==> src/hw/rtl/sobel_edge_magnitude_3x3_top_assert.svh <==
// Assertion macros for the Sobel edge magnitude block
`ifndef SOBEL_EDGE_MAGNITUDE_3X3_TOP_ASSERT_SVH
`define SOBEL_EDGE_MAGNITUDE_3X3_TOP_ASSERT_SVH

// same-cycle implication, clocked on clock, off during reset
`define SEM_ASSERT_IMP(label, ante, cons, msg) \
   label: assert property (@(posedge clock) disable iff (reset) (ante) |-> (cons)) \
      else $error(msg);

// next-cycle implication, clocked on clock, off during reset
`define SEM_ASSERT_NXT(label, ante, cons, msg) \
   label: assert property (@(posedge clock) disable iff (reset) (ante) |=> (cons)) \
      else $error(msg);

`endif

==> src/hw/rtl/sem_pkg.sv <==
// Package: shared types and constants of the Sobel edge magnitude block
`timescale 1ns / 1ps
`default_nettype none
package sem_pkg;
   localparam int SEM_MAX_WIDTH    = 1024;
   localparam int SEM_WIDTH_BITS   = 11;
   localparam int SEM_HEIGHT_BITS  = 16;
   localparam int SEM_ROW_BITS     = 17;
   localparam int SEM_MIN_WIDTH    = 3;
   localparam int SEM_SUM_BITS     = 21;
   localparam int SEM_GRAD_BITS    = 12;
   localparam int SEM_ADDR_BITS    = 3;
   localparam int SEM_DATA_BITS    = 32;
   localparam logic [SEM_WIDTH_BITS-1:0]  SEM_WIDTH_RESET  = 11'd640;
   localparam logic [SEM_HEIGHT_BITS-1:0] SEM_HEIGHT_RESET = 16'd480;
   localparam logic [SEM_SUM_BITS-1:0]    SEM_SAT_LIMIT    = 21'd65025;
   localparam logic [7:0]                 SEM_PIX_MAX      = 8'd255;

   typedef logic [23:0]      sem_rgb_type;
   typedef logic [8:0][23:0] sem_win_type;
   typedef logic [2:0][7:0]  sem_mag_type;

   typedef enum logic {
      REG_FRAME_WIDTH  = 1'b0,
      REG_FRAME_HEIGHT = 1'b1
   } sem_reg_type;

   typedef struct packed {
      logic busy;
      logic done;
   } sem_mag_stat_type;

   typedef enum logic [1:0] {
      ST_IDLE,
      ST_READ,
      ST_MAG,
      ST_FIN
   } sem_state_type;

   typedef enum logic [1:0] {
      MG_IDLE,
      MG_SQ,
      MG_ROOT,
      MG_DONE
   } sem_mag_state_type;
endpackage
`default_nettype wire

==> src/hw/rtl/sem_mag.sv <==
// Sobel gradients, squared sum and bit-serial square root for three channels
`timescale 1ns / 1ps
`default_nettype none
module sem_mag
   import sem_pkg::*;
(
   input  wire logic             clock,
   input  wire logic             reset,
   input  wire logic             start,
   input  wire sem_win_type      calc,
   output sem_mag_stat_type      stat,
   output sem_mag_type           mag
);
   sem_mag_state_type mg_state_ff, mg_state_in;
   logic signed [SEM_GRAD_BITS-1:0] gx_ff [3];
   logic signed [SEM_GRAD_BITS-1:0] gx_in [3];
   logic signed [SEM_GRAD_BITS-1:0] gy_ff [3];
   logic signed [SEM_GRAD_BITS-1:0] gy_in [3];
   logic [SEM_SUM_BITS-1:0] s_ff [3];
   logic [SEM_SUM_BITS-1:0] s_in [3];
   logic [7:0] res_ff [3];
   logic [7:0] res_in [3];
   logic [2:0] step_ff, step_in;

   function automatic logic signed [SEM_GRAD_BITS-1:0] px(sem_win_type w, int i, int k);
      return $signed({4'b0, w[i][8*k +: 8]});
   endfunction

   always_comb begin
      mg_state_in = mg_state_ff;
      unique case (mg_state_ff)
         MG_IDLE, MG_DONE: begin
            if (start) mg_state_in = MG_SQ;
         end
         MG_SQ:   mg_state_in = MG_ROOT;
         MG_ROOT: begin
            if (step_ff == 3'd0) mg_state_in = MG_DONE;
         end
         default: mg_state_in = MG_IDLE;
      endcase
   end

   always_comb begin
      stat.busy = (mg_state_ff == MG_SQ) || (mg_state_ff == MG_ROOT);
      stat.done = (mg_state_ff == MG_DONE);
   end

   always_comb begin
      logic signed [23:0] sqx;
      logic signed [23:0] sqy;
      logic [7:0]         t;
      logic [15:0]        tt;
      step_in = step_ff;
      for (int k = 0; k < 3; k++) begin
         gx_in[k]  = gx_ff[k];
         gy_in[k]  = gy_ff[k];
         s_in[k]   = s_ff[k];
         res_in[k] = res_ff[k];
         sqx = gx_ff[k] * gx_ff[k];
         sqy = gy_ff[k] * gy_ff[k];
         t   = res_ff[k] | (8'd1 << step_ff);
         tt  = t * t;
         if (start && (mg_state_ff == MG_IDLE || mg_state_ff == MG_DONE)) begin
            gx_in[k] = (px(calc, 6, k) - px(calc, 0, k))
                     + ((px(calc, 7, k) - px(calc, 1, k)) <<< 1)
                     + (px(calc, 8, k) - px(calc, 2, k));
            gy_in[k] = (px(calc, 2, k) - px(calc, 0, k))
                     + ((px(calc, 5, k) - px(calc, 3, k)) <<< 1)
                     + (px(calc, 8, k) - px(calc, 6, k));
         end else if (mg_state_ff == MG_SQ) begin
            s_in[k]   = SEM_SUM_BITS'(sqx) + SEM_SUM_BITS'(sqy);
            res_in[k] = 8'd0;
         end else if (mg_state_ff == MG_ROOT) begin
            if ({5'b0, tt} <= s_ff[k]) res_in[k] = t;
         end
         mag[k] = (s_ff[k] >= SEM_SAT_LIMIT) ? SEM_PIX_MAX : res_ff[k];
      end
      if (mg_state_ff == MG_SQ) step_in = 3'd7;
      else if (mg_state_ff == MG_ROOT) step_in = step_ff - 3'd1;
   end

   always_ff @(posedge clock) begin
      if (reset) begin
         mg_state_ff <= MG_IDLE;
      end else begin
         mg_state_ff <= mg_state_in;
      end
      step_ff <= step_in;
      for (int k = 0; k < 3; k++) begin
         gx_ff[k]  <= gx_in[k];
         gy_ff[k]  <= gy_in[k];
         s_ff[k]   <= s_in[k];
         res_ff[k] <= res_in[k];
      end
   end
endmodule
`default_nettype wire

==> config.mk <==
export PLATFORM = sky130hd
export DESIGN_NAME = sem_mag
export DESIGN_NICKNAME = d
export VERILOG_FILES = /design/src/hw/rtl/sobel_edge_magnitude_3x3_top_assert.svh /design/src/hw/rtl/sem_pkg.sv /design/src/hw/rtl/sem_mag.sv
export SDC_FILE = /design/constraint.sdc
export NUM_CORES = 2
export LEC_CHECK = 0
export ABC_CLOCK_PERIOD_IN_PS = 7460
export CAP_MARGIN = 20
export CORE_ASPECT_RATIO = 0.9
export CORE_MARGIN = 3
export CORE_UTILIZATION = 35
export CTS_CLUSTER_SIZE = 24
export DETAILED_ROUTE_END_ITERATION = 12
export DONT_BUFFER_PORTS = 1
export GPL_ROUTABILITY_DRIVEN = 0
export PLACE_DENSITY = 0.53
export RECOVER_POWER = 25
export SLEW_MARGIN = 40
export SYNTH_ARGS = -nofsm -noshare
export SYNTH_HDL_FRONTEND = slang
export SYNTH_SLANG_ARGS = --single-unit
==> constraint.sdc <==
create_clock -name clock -period 7.46 [get_ports clock]
set_input_delay 0.373 -clock clock [delete_from_list [all_inputs] [get_ports clock]]
set_output_delay 0.373 -clock clock [all_outputs]
set_load 0.01 [all_outputs]
==> impl_metrics.env <==
export IMPL_critPathCaptureType="register"
export IMPL_die_y_um=350
export IMPL_grt_pass1_vias=32800
export IMPL_worstPathArrival_ps=7270
export IMPL_wl_um=98600
export IMPL_max_stage_delay_ps=740
export IMPL_yosys_warnings=0
export IMPL_core_um2=130000
export IMPL_synthFlopType="edfxtp_1"
export IMPL_yosys_top_cells_area="fa_1 38%, ha_1 16%, edfxtp_1 10%"
export IMPL_setup_viol=0
export IMPL_tns_ps=0
export IMPL_io_buffers=0
export IMPL_routedWlPerCell_um=15.1
export IMPL_cp_max_fo=19
export IMPL_root_buffer="clkbuf_16"
export IMPL_whs_ps=81.0
export IMPL_io_pins=245
export IMPL_post_route_min_period_ps=7030
export IMPL_slew_viol_final=93
export IMPL_dieArea_um2=136000
export IMPL_synth_nets=6504
export IMPL_synth_area_per_cell_um2=9.61
export IMPL_insertion_delay_ps=540
export IMPL_ys_types=69
export IMPL_finalCritPeriodShare_pct=94.2
export IMPL_max_slew_margin_pct=-131
export IMPL_grt_setup_unrepaired="false"
export IMPL_cts_sinks=164
export IMPL_synthDominantCellAreaShare_pct=38.2
export IMPL_hold_class="primary input to register"
export IMPL_async_reset_ff_share_pct=0
export IMPL_yosys_area_top_type="fa_1"
export IMPL_cts_tree="done"
export IMPL_worstPathRequired_ps=7700
export IMPL_grtUsageTotal_pct=15.4
export IMPL_ant_nets=0
export IMPL_crit_family="adder cells"
export IMPL_hpwl_um=88000
export IMPL_rrSetupSlack_ps=430
export IMPL_first_iter_violations=1262
export IMPL_cap_violations=2
export IMPL_htreeDepth=4
export IMPL_crit_slowest_cell="dfxtp_1"
export IMPL_postSynthCellCount=4801
export IMPL_antenna_found_initial=3
export IMPL_nFillCells=13100
export IMPL_final_util_pct=37.7
export IMPL_vias=29900
export IMPL_finClkSkew_ps=17.8
export IMPL_violations="max-capacitance violations, max-slew violations"
export IMPL_criticalPathCategory="register to register"
export IMPL_drive_gt1_share_pct=2.70
export IMPL_path_buf_inv=5
export IMPL_synth_seq_cells=164
export IMPL_viasPerCell=4.59
export IMPL_fin_nets=6499
export IMPL_cp_start_kind="register"
export IMPL_remaining_drc_errors=0
export IMPL_rows=125
export IMPL_syn_cell_area_um2=46100
export IMPL_regArea_um2=4870
export IMPL_die_x_um=389
export IMPL_drtPass1Iterations=5
export IMPL_grt_ovfl_total=0
export IMPL_multi_input_area_um2=36300
export IMPL_ys_seq_area_share_pct=10.6
export IMPL_grt_pass1_wl_um=168000
export IMPL_status="finished, violations left"
export IMPL_synth_edff_count=159
export IMPL_mostFrequentLayoutCell="inv_1"
export IMPL_clk_pin_slew_ps=80
export IMPL_grt_max_degree=64
export IMPL_cts_buffers=17
export IMPL_max_freq_mhz=142
export IMPL_start_util_pct=35.5
export IMPL_cts_resized=0
export IMPL_layout_common_cells="1,237 x inv_1, 880 x fa_1, 604 x ha_1"
export IMPL_hold_viol_final=0
export IMPL_worst_pin_slew_ps=3470
export IMPL_clock_path_buffers=2
export IMPL_syn2layout_area_growth_pct=6.25
-- routing by layer --
metal	track usage, %	share of wire (%)	vias to the layer above
met5	0	0	-
met4	2.68	1.1	0
met3	2.43	4.0	49
met2	24.3	44	376
met1	22.4	50	14800
li1	-	-	14700
-- kinds of logic (layout without fill, tap and decap cells) --
kind of cell,after synthesis,after routing,synth area share (%)
XOR/XNOR,316,316,6.00
AND/OR/NAND/NOR,975,975,10.7
adder cells (fa/ha/maj),1484,1484,54.6
AO/OA/AOI/OAI,523,523,7.18
buffers and inverters,1334,1342,10.9
multiplexers,5,5,0.117
flip-flops,164,164,10.6
other,0,1,0
-- through the flow --
step | std cells | worst slack, ps | area [µm²]
floorplan | 4801 | 949 | 46100
global placement | 6490 | 654 | 48400
detailed placement | 6490 | 617 | 48400
CTS | 6523 | 610 | 49000
global route | 6524 | 63.7 | 49000
finish | 6524 | 433 | 49000
-- flip-flops by register name, indices dropped and copies added, names as in the netlist --
name         count
gx_ff           36
mg_state_ff      2
res_ff          24
s_ff            63
step_ff          3
gy_ff           36
-- path summary, 6_finish.rpt --
kind	start	to	depth (start not counted)
max reg2reg	step_ff[2]	res_ff[0][9]	25
max	step_ff[2]	res_ff[0][9]	25
min reg2reg	step_ff[1]	step_ff[1]	2
min	start	mg_state_ff[1]	3
-- cells in the mapped netlist, types with 19 or more instances --
master,n
xnor2_1,239
inv_1,1235
fa_1,880
o21bai_1,24
and2_1,241
clkbuf_1,78
a21o_1,88
nand2_1,237
nor2b_1,57
nand2b_1,84
o21ai_1,59
a21oi_1,165
nor3_1,41
ha_1,604
o21ai_0,50
o21a_1,45
nor2_1,213
edfxtp_1,159
or2_2,19
xor2_1,77
-- area by class of cell --
class | instances | share of cell area (%)
Antenna cell | 1 | 0.00510
Clock buffer | 17 | 0.868
Clock inverter | 15 | 0.332
Inverter | 1246 | 9.54
Multi-Input combinational cell | 3303 | 74.0
Sequential cell | 164 | 9.94
Tap cell | 1714 | 4.37
Timing Repair Buffer | 64 | 0.978
-- timing repair --
action                                 in CTS  in global routing
setup endpoints to repair                   0                  0
endpoints found under the hold margin       2                  0
hold buffers                                1                  0
buffers inserted                            0                  0
-- worst min-delay path, cell delays in order --
cell and delay, ps:
a21oi_1 40, a21oi_1 110, nor2_1 50
Power is left out: the tool's default activity adds up to more than one toggle a clock period on the data nets, which glitch-free logic cannot reach.
